**src/icseq_pkg.sv**
```systemverilog
// ============================================================================
// Irrigation cycle sequencer package
// Shared payload types, command and relay codes, register indexes and sizes.
// ============================================================================
package icseq_pkg;

   // Fixed field widths of the request and response items.
   localparam int COMMAND_W   = 3;
   localparam int MOISTURE_W  = 10;
   localparam int RELAY_W     = 2;
   localparam int INTERVAL_W  = 11;
   localparam int CSR_INDEX_W = 2;
   localparam int CSR_DATA_W  = 11;

   // Interval in seconds; 2047 minutes times 60 still fits in 17 bits.
   localparam int INTERVAL_SEC_W = 17;

   // Number of low bits of each moisture sample that are significant.
   localparam int MOISTURE_BITS = 10;

   // Valve open time that ends a watering cycle, and the valve timer size.
   localparam int DURATION_SECONDS = 30;
   localparam int VALVE_W          = 8;

   // Default width of the two seconds counters.
   localparam int COUNTER_BITS_DEFAULT = 17;

   // Register reset values.
   localparam logic [MOISTURE_W-1:0] THRESHOLD_RESET = '0;
   localparam logic [INTERVAL_W-1:0] INTERVAL_RESET  = INTERVAL_W'(60);

   // Commands.
   localparam logic [COMMAND_W-1:0] CMD_TICK     = 3'd0;
   localparam logic [COMMAND_W-1:0] CMD_CHECK    = 3'd1;
   localparam logic [COMMAND_W-1:0] CMD_PROGRESS = 3'd2;
   localparam logic [COMMAND_W-1:0] CMD_MANUAL   = 3'd3;
   localparam logic [COMMAND_W-1:0] CMD_STOP     = 3'd4;

   // Relay requests.
   localparam logic [RELAY_W-1:0] RELAY_NONE = 2'd0;
   localparam logic [RELAY_W-1:0] RELAY_ON   = 2'd1;
   localparam logic [RELAY_W-1:0] RELAY_OFF  = 2'd2;

   // Register indexes.
   localparam logic [CSR_INDEX_W-1:0] CSR_THRESHOLD = 2'd0;
   localparam logic [CSR_INDEX_W-1:0] CSR_INTERVAL  = 2'd1;
   localparam logic [CSR_INDEX_W-1:0] CSR_AUTO      = 2'd2;

   typedef struct packed {
      logic [COMMAND_W-1:0]  command;
      logic [MOISTURE_W-1:0] moisture_a;
      logic [MOISTURE_W-1:0] moisture_b;
      logic [MOISTURE_W-1:0] moisture_c;
      logic                  relay_confirmed;
      logic                  overflow_near;
      logic                  manual_value;
   } req_type;

   typedef struct packed {
      logic [RELAY_W-1:0]    relay_request;
      logic                  notify;
      logic [MOISTURE_W-1:0] notify_moisture;
      logic                  watering_active;
      logic                  valve_open;
      logic                  cycle_finished;
      logic                  manual_cleared;
   } rsp_type;

   // Configuration as seen by the sequencing logic.
   typedef struct packed {
      logic [MOISTURE_W-1:0]     moisture_threshold;
      logic [INTERVAL_SEC_W-1:0] interval_seconds;
      logic                      auto_enable;
   } cfg_type;

endpackage

```
**src/icseq_csr.sv**
```systemverilog
// ============================================================================
// Irrigation cycle sequencer configuration registers
// Holds threshold, interval and enable; keeps the interval in seconds.
// ============================================================================
module icseq_csr (
   input  logic                                clock,
   input  logic                                reset,
   input  logic                                csr_we,
   input  logic [icseq_pkg::CSR_INDEX_W-1:0]   csr_index,
   input  logic [icseq_pkg::CSR_DATA_W-1:0]    csr_wdata,
   output icseq_pkg::cfg_type                  cfg
);
   import icseq_pkg::*;

   logic [MOISTURE_W-1:0]     threshold_ff, threshold_in;
   logic [INTERVAL_SEC_W-1:0] interval_sec_ff, interval_sec_in;
   logic                      auto_enable_ff, auto_enable_in;
   logic [INTERVAL_SEC_W-1:0] minutes_wide;

   // Minutes times 60 as 64x minus 4x, worked out once at the write.
   assign minutes_wide = INTERVAL_SEC_W'(csr_wdata[INTERVAL_W-1:0]);

   always_comb begin
      threshold_in    = threshold_ff;
      interval_sec_in = interval_sec_ff;
      auto_enable_in  = auto_enable_ff;
      if (csr_we) begin
         case (csr_index)
            CSR_THRESHOLD: threshold_in = csr_wdata[MOISTURE_W-1:0];
            CSR_INTERVAL:  interval_sec_in = (minutes_wide << 6) - (minutes_wide << 2);
            CSR_AUTO:      auto_enable_in = csr_wdata[0];
            default:       ;
         endcase
      end
   end

   always_ff @(posedge clock) begin
      if (reset) begin
         threshold_ff    <= THRESHOLD_RESET;
         interval_sec_ff <= (INTERVAL_SEC_W'(INTERVAL_RESET) << 6)
                            - (INTERVAL_SEC_W'(INTERVAL_RESET) << 2);
         auto_enable_ff  <= 1'b0;
      end else begin
         threshold_ff    <= threshold_in;
         interval_sec_ff <= interval_sec_in;
         auto_enable_ff  <= auto_enable_in;
      end
   end

   assign cfg.moisture_threshold = threshold_ff;
   assign cfg.interval_seconds   = interval_sec_ff;
   assign cfg.auto_enable        = auto_enable_ff;

endmodule

```
**src/icseq_core.sv**
```systemverilog
// ============================================================================
// Irrigation cycle sequencer core
// Cycle state, seconds counters and the per-command decision logic.
// ============================================================================
module icseq_core #(
   parameter int COUNTER_BITS = icseq_pkg::COUNTER_BITS_DEFAULT
) (
   input  logic                clock,
   input  logic                reset,
   input  icseq_pkg::cfg_type  cfg,
   input  icseq_pkg::req_type  item,
   input  logic                advance,
   output icseq_pkg::rsp_type  result
);
   import icseq_pkg::*;

   localparam logic [MOISTURE_W-1:0] MOISTURE_MASK = MOISTURE_W'((1 << MOISTURE_BITS) - 1);
   localparam logic [VALVE_W-1:0]    DURATION      = VALVE_W'(DURATION_SECONDS);

   logic                    cycle_started_ff, cycle_started_in;
   logic                    valve_open_ff, valve_open_in;
   logic                    duration_passed_ff, duration_passed_in;
   logic                    manual_request_ff, manual_request_in;
   logic                    ever_watered_ff, ever_watered_in;
   logic [COUNTER_BITS-1:0] since_water_ff, since_water_in;
   logic [VALVE_W-1:0]      valve_sec_ff, valve_sec_in;
   logic                    notice_sent_ff, notice_sent_in;
   logic [COUNTER_BITS-1:0] since_notice_ff, since_notice_in;

   logic [MOISTURE_W-1:0]   samp_a, samp_b, samp_c, max_ab, highest;
   logic [COUNTER_BITS-1:0] need, elapsed;
   logic                    enabled;

   // Highest of the three masked samples.
   assign samp_a  = item.moisture_a & MOISTURE_MASK;
   assign samp_b  = item.moisture_b & MOISTURE_MASK;
   assign samp_c  = item.moisture_c & MOISTURE_MASK;
   assign max_ab  = (samp_a > samp_b) ? samp_a : samp_b;
   assign highest = (samp_c > max_ab) ? samp_c : max_ab;

   // A unit that never watered counts as one full interval elapsed.
   assign need    = COUNTER_BITS'(cfg.interval_seconds);
   assign elapsed = ever_watered_ff ? since_water_ff : need;
   assign enabled = cfg.auto_enable | manual_request_ff;

   // Next state and result for the item in the input register.
   always_comb begin
      logic do_stop;
      logic dur_now;
      do_stop            = 1'b0;
      dur_now            = 1'b0;
      cycle_started_in   = cycle_started_ff;
      valve_open_in      = valve_open_ff;
      duration_passed_in = duration_passed_ff;
      manual_request_in  = manual_request_ff;
      ever_watered_in    = ever_watered_ff;
      since_water_in     = since_water_ff;
      valve_sec_in       = valve_sec_ff;
      notice_sent_in     = notice_sent_ff;
      since_notice_in    = since_notice_ff;
      result             = '0;

      case (item.command)
         CMD_TICK: begin
            if (since_water_ff != '1) since_water_in = since_water_ff + 1'b1;
            if (since_notice_ff != '1) since_notice_in = since_notice_ff + 1'b1;
            if (valve_open_ff && valve_sec_ff != '1) valve_sec_in = valve_sec_ff + 1'b1;
         end
         CMD_CHECK: begin
            if (!item.overflow_near && !cycle_started_ff &&
                highest < cfg.moisture_threshold) begin
               if (enabled) begin
                  if (elapsed >= need) cycle_started_in = 1'b1;
               end else if (!notice_sent_ff || since_notice_ff >= need) begin
                  notice_sent_in         = 1'b1;
                  since_notice_in        = '0;
                  result.notify          = 1'b1;
                  result.notify_moisture = highest;
               end
            end
         end
         CMD_PROGRESS: begin
            if (cycle_started_ff && item.overflow_near) begin
               do_stop = 1'b1;
            end else if (enabled && cycle_started_ff) begin
               dur_now = valve_open_ff && valve_sec_ff >= DURATION;
               if (!dur_now && !valve_open_ff) begin
                  if (item.relay_confirmed) begin
                     valve_open_in = 1'b1;
                     valve_sec_in  = '0;
                  end else begin
                     result.relay_request = RELAY_ON;
                  end
               end
               do_stop = dur_now | duration_passed_ff;
            end
         end
         CMD_MANUAL: begin
            manual_request_in = item.manual_value;
         end
         CMD_STOP: begin
            do_stop = 1'b1;
         end
         default: ;
      endcase

      // Stopping ends the cycle; a running cycle also records the watering.
      if (do_stop) begin
         if (cycle_started_ff) begin
            result.relay_request  = RELAY_OFF;
            result.cycle_finished = 1'b1;
            since_water_in        = '0;
            ever_watered_in       = 1'b1;
            if (manual_request_ff) begin
               manual_request_in     = 1'b0;
               result.manual_cleared = 1'b1;
            end
         end
         valve_open_in      = 1'b0;
         cycle_started_in   = 1'b0;
         duration_passed_in = 1'b0;
         valve_sec_in       = '0;
      end

      result.watering_active = cycle_started_in;
      result.valve_open      = valve_open_in;
   end

   // State moves only when the item passes into the result register.
   always_ff @(posedge clock) begin
      if (reset) begin
         cycle_started_ff   <= 1'b0;
         valve_open_ff      <= 1'b0;
         duration_passed_ff <= 1'b0;
         manual_request_ff  <= 1'b0;
         ever_watered_ff    <= 1'b0;
         since_water_ff     <= '0;
         valve_sec_ff       <= '0;
         notice_sent_ff     <= 1'b0;
         since_notice_ff    <= '0;
      end else if (advance) begin
         cycle_started_ff   <= cycle_started_in;
         valve_open_ff      <= valve_open_in;
         duration_passed_ff <= duration_passed_in;
         manual_request_ff  <= manual_request_in;
         ever_watered_ff    <= ever_watered_in;
         since_water_ff     <= since_water_in;
         valve_sec_ff       <= valve_sec_in;
         notice_sent_ff     <= notice_sent_in;
         since_notice_ff    <= since_notice_in;
      end
   end

endmodule

```
**src/irrigation_cycle_sequencer.sv**
```systemverilog
// ============================================================================
// Irrigation cycle sequencer
// Top level: input register, sequencing core, result register, config port.
// ============================================================================
// The sequencer takes one command per clock unless the result side stalls, and
// returns exactly one result per command. A command sits in the input register
// while the core decides it against the current cycle state, and the result
// then moves into the result register once that register is free or drained.
// The state is updated as the command moves into the result register, so
// commands may follow each other in every cycle; a stalled result holds the
// input side only once both registers are full. The user writes registers
// through the csr_ port only while no command is in flight; the block itself
// does not enforce this.
module irrigation_cycle_sequencer #(
   parameter int COUNTER_BITS = icseq_pkg::COUNTER_BITS_DEFAULT
) (
   input  logic                              clock,
   input  logic                              reset,
   input  logic                              req_valid,
   output logic                              req_ready,
   input  icseq_pkg::req_type                req_data,
   output logic                              rsp_valid,
   input  logic                              rsp_ready,
   output icseq_pkg::rsp_type                rsp_data,
   input  logic                              csr_we,
   input  logic [icseq_pkg::CSR_INDEX_W-1:0] csr_index,
   input  logic [icseq_pkg::CSR_DATA_W-1:0]  csr_wdata
);
   import icseq_pkg::*;

   cfg_type cfg;
   req_type item_ff, item_in;
   logic    item_valid_ff, item_valid_in;
   rsp_type result;
   rsp_type rsp_ff, rsp_in;
   logic    rsp_valid_ff, rsp_valid_in;
   logic    advance;

   icseq_csr u_csr (
      .clock     (clock),
      .reset     (reset),
      .csr_we    (csr_we),
      .csr_index (csr_index),
      .csr_wdata (csr_wdata),
      .cfg       (cfg)
   );

   icseq_core #(
      .COUNTER_BITS (COUNTER_BITS)
   ) u_core (
      .clock   (clock),
      .reset   (reset),
      .cfg     (cfg),
      .item    (item_ff),
      .advance (advance),
      .result  (result)
   );

   // The held command moves on when the result register is free or drained.
   assign advance   = item_valid_ff && (!rsp_valid_ff || rsp_ready);
   assign req_ready = !item_valid_ff || advance;

   always_comb begin
      item_in       = item_ff;
      item_valid_in = item_valid_ff;
      if (req_ready) begin
         item_in       = req_data;
         item_valid_in = req_valid;
      end
   end

   always_comb begin
      rsp_in       = rsp_ff;
      rsp_valid_in = rsp_valid_ff;
      if (advance) begin
         rsp_in       = result;
         rsp_valid_in = 1'b1;
      end else if (rsp_ready) begin
         rsp_valid_in = 1'b0;
      end
   end

   always_ff @(posedge clock) begin
      if (reset) begin
         item_valid_ff <= 1'b0;
         rsp_valid_ff  <= 1'b0;
      end else begin
         item_valid_ff <= item_valid_in;
         rsp_valid_ff  <= rsp_valid_in;
      end
   end

   // Payload registers carry no reset.
   always_ff @(posedge clock) begin
      item_ff <= item_in;
      rsp_ff  <= rsp_in;
   end

   assign rsp_valid = rsp_valid_ff;
   assign rsp_data  = rsp_ff;

endmodule

```
**config.mk**
```make
export PLATFORM = sky130hd
export DESIGN_NAME = irrigation_cycle_sequencer
export DESIGN_NICKNAME = d
export VERILOG_FILES = /design/src/icseq_pkg.sv /design/src/icseq_csr.sv /design/src/icseq_core.sv /design/src/irrigation_cycle_sequencer.sv
export SDC_FILE = /design/constraint.sdc
export NUM_CORES = 1
export LEC_CHECK = 0
export BUFFER_PORTS_ARGS = -buffer_cell sky130_fd_sc_hd__buf_2
export CAP_MARGIN = 20
export CORE_MARGIN = 2
export CORE_UTILIZATION = 60
export CTS_BUF_LIST = sky130_fd_sc_hd__clkbuf_8
export CTS_CLUSTER_DIAMETER = 150
export DETAILED_ROUTE_END_ITERATION = 6
export PLACE_DENSITY = 0.79
export REMOVE_ABC_BUFFERS = 1
export SYNTH_ARGS = -nofsm -noshare
export SYNTH_HDL_FRONTEND = slang
export SYNTH_SLANG_ARGS = --single-unit
```
**constraint.sdc**
```tcl
create_clock -name clock -period 7.7 [get_ports clock]
set_input_delay 2.31 -clock clock [delete_from_list [all_inputs] [get_ports clock]]
set_output_delay 2.31 -clock clock [all_outputs]
set_load 0.005 [all_outputs]
```
==> impl_metrics.tcl <==
set metrics [dict create \
    ys_ff_latch 127 \
    r2r.worst_path.cells 22 \
    yosys-top-cells-count "nor2_1, dfxtp_1, ha_1" \
    gr-usage-all-layers 0.259 \
    critPathKind "register to register" \
    cts_made_buffers 17 \
    place_inst 991 \
    viasPerCell 5.93 \
    p_per_area_nw_per_um2 182 \
    cts-resized-gates 0 \
    hold_path.class "register to register" \
    synthCells 792 \
    overflow 0 \
    grt_max_degree 51 \
    ant_nets 0 \
    avgSynthCellArea_um2 9.24 \
    yosysTopAreaCell "edfxtp_1" \
    diodes 0 \
    die_h_um 114 \
    routedWlPerCell_um 15.8 \
    cts_buffer_depth 2 \
    die_area_um2 13100 \
    synth_edf_count 52 \
    worstPathRequired_ns 8.04 \
    synth_cell_type_count 57 \
    cp_max_fo 15 \
    setup_tns_ns 0 \
    start_util 0.612 \
    drc 0 \
    utilization 0.683 \
    crit_chain "ha_1 > a21oi_1 > a21boi_0 > o31ai_1 > a21o_1 > mux2i_1 > ha_1 > a21oi_1 > o21ai_1 > a2111oi_2 > a31oi_1 > buf_4 > mux2i_1 > ha_1 > a21o_1 > a21o_1 > a221o_1 > nand2_1 > nand3_1 > a211oi_2 > a211oi_4 > a211o_1" \
    clk_latency_ns 0.46 \
    fin_nets 992 \
    skew_ns 0.0148 \
    core_area_um2 12000 \
    clkTransAtPathRegs_ns 0.07 \
    tritoncts "done" \
    num_rows 40 \
    finalCritPeriodShare 0.810 \
    start_kind "register" \
    cp_top_family "compound AO/OA/AOI/OAI gates" \
    yosys-top-cells-area "edfxtp_1, dfxtp_1, ha_1, nor2_1, a21oi_1" \
    area_delta_synth_final_pct 11.5 \
    antenna_found_initial 0 \
    dr.pass1.iters 5 \
    maxSlewViolCount 0 \
    ys_seq_area_frac 0.418 \
    regToRegSetupSlack_ns 1.47 \
    synth.cell_area_um2 7320 \
    cts_hold_buffers 0 \
    hpwl_mm 12.4 \
    root_buffer "clkbuf_8" \
    ir_drop_mv 0.198 \
    postSynth.asyncResetShare 0 \
    slew_headroom 0.415 \
    io_buffer_count 72 \
    drive_above_1_share 0.133 \
    synth_warnings 0 \
    synth_flop_cell "dfxtp_1" \
    crit_arrival_ns 6.58 \
    via_count 6075 \
    rsz0062_at_grt "no" \
    max_freq_mhz 160 \
    synth_top_area_frac 0.213 \
    cts.sinks 127 \
    whs_path_depth 2 \
    crit_path_end_kind "register" \
    drt-total-wl_mm 16.2 \
    ctsHtreeMaxLevel 4 \
    ios 73 \
    path_depth 22 \
    cpPeakStageDelay_ns 0.76 \
    synth.most_common_cell "nor2_1" \
    grt_pass1_vias 5931 \
    dieWidth_um 114 \
    drt_iter0_markers 421 \
    place_congestion 0.859 \
    post_cts_buffers 0 \
    hold_violations 0 \
    post-route-min-period_ns 6.23 \
    critPathBufInv 1 \
    grt_pass1_wl_mm 26.6 \
    tightestPinTransition_ns 0.876 \
    power_leakage_nw 3.56 \
    cpMaxStageDelayCell "a211oi_2" \
    maxCapViolations 0 \
    stdcell_count 1025 \
    setup_viol 0 \
    status "finished clean" \
]
[placed cells by master (no fill, tap or decap), types with 4 or more instances in the layout]
cell,instances
o31ai_1,8
clkbuf_8,18
xor2_1,9
buf_4,5
and2_1,11
inv_1,72
o21ai_0,38
nor2_1,81
and4_1,7
clkinv_2,4
xnor2_1,15
and3_1,9
nor3_1,14
dfxtp_1,75
nand4_1,18
or3_1,11
a21o_1,19
buf_2,72
ha_1,73
a211o_1,7
nand2_1,55
or2_2,4
o21a_1,4
edfxtp_1,52
mux2i_1,24
a31oi_1,9
nor2b_1,7
a211oi_1,14
a21oi_1,57
nand3b_1,7
nand3_1,25
nand2b_1,6
nor4_1,5
[per-layer routing]
| layer | wire length [um] | track usage | share of wire |
|---|---|---|---|
| met2 | 8290 | 0.459 | 0.51 |
| met5 | 0 | 0 | 0 |
| met1 | 6780 | 0.292 | 0.42 |
| met4 | 379 | 0.110 | 0.023 |
| met3 | 787 | 0.0731 | 0.048 |
[sequential cells by signal, indices dropped and copies added (netlist names), 8 cells and up]
signal	flops
u_core.valve_sec_ff	8
item_ff	36
u_core.since_notice_ff	17
u_csr.interval_sec_ff	15
u_core.since_water_ff	17
rsp_data	16
u_csr.threshold_ff	10
[power by group]
group	internal (mW)	switching [mW]
clock	0.257	0.258
combinational	0.103	0.135
sequential	0.721	0.0131
total	1.08	0.406
[worst register-to-register path, stage by stage (launching register included)]
cell,delay (ns)
edfxtp_1,0.41
ha_1,0.33
a21oi_1,0.15
a21boi_0,0.10
o31ai_1,0.35
a21o_1,0.47
mux2i_1,0.31
ha_1,0.30
a21oi_1,0.16
o21ai_1,0.11
a2111oi_2,0.42
a31oi_1,0.07
buf_4,0.21
mux2i_1,0.20
ha_1,0.27
a21o_1,0.17
a21o_1,0.19
a221o_1,0.35
nand2_1,0.07
nand3_1,0.10
a211oi_2,0.76
a211oi_4,0.29
a211o_1,0.35
[kinds of logic after synthesis]
family / share of synthesized area
AOI/OAI and AO/OA: 0.164
xor gates and xnor gates: 0.0287
adders and majority gates: 0.125
buffers and inverters: 0.0504
DFF: 0.418
muxes: 0.0328
and+or+nand+nor: 0.181
[cell type report]
class	count	area, um^2
clock inverter	14	106
sequential	127	3060
tap	147	184
fill	910	3800
timing repair buffer	78	409
multi-input combinational	572	3890
inverter	69	259
clock buffer	18	248
[per-stage QoR]
| stage | hold slack [ns] | setup WS [ns] | total power, mW | area, um^2 |
|---|---|---|---|---|
| floorplan | 0.426 | 1.75 | 0.905 | 7210 |
| global placement | 0.443 | 1.76 | 0.965 | 7790 |
| detailed placement | 0.449 | 1.47 | 0.981 | 7790 |
| CTS | 0.461 | 1.46 | 1.49 | 8150 |
| global route | 0.502 | 0.944 | 1.55 | 8160 |
| finish | 0.460 | 1.47 | 1.49 | 8160 |
[final timing paths]
kind / startpoint / endpoint
worst max register to register: item_ff[27] / u_core.since_notice_ff[8]
worst max-delay path: item_ff[27] / u_core.since_notice_ff[8]
worst min-delay path: u_csr.interval_sec_ff[3] / u_csr.interval_sec_ff[3]
worst min register to register: u_csr.interval_sec_ff[3] / u_csr.interval_sec_ff[3]
No activity file was read; power rests on OpenSTA's default activity.
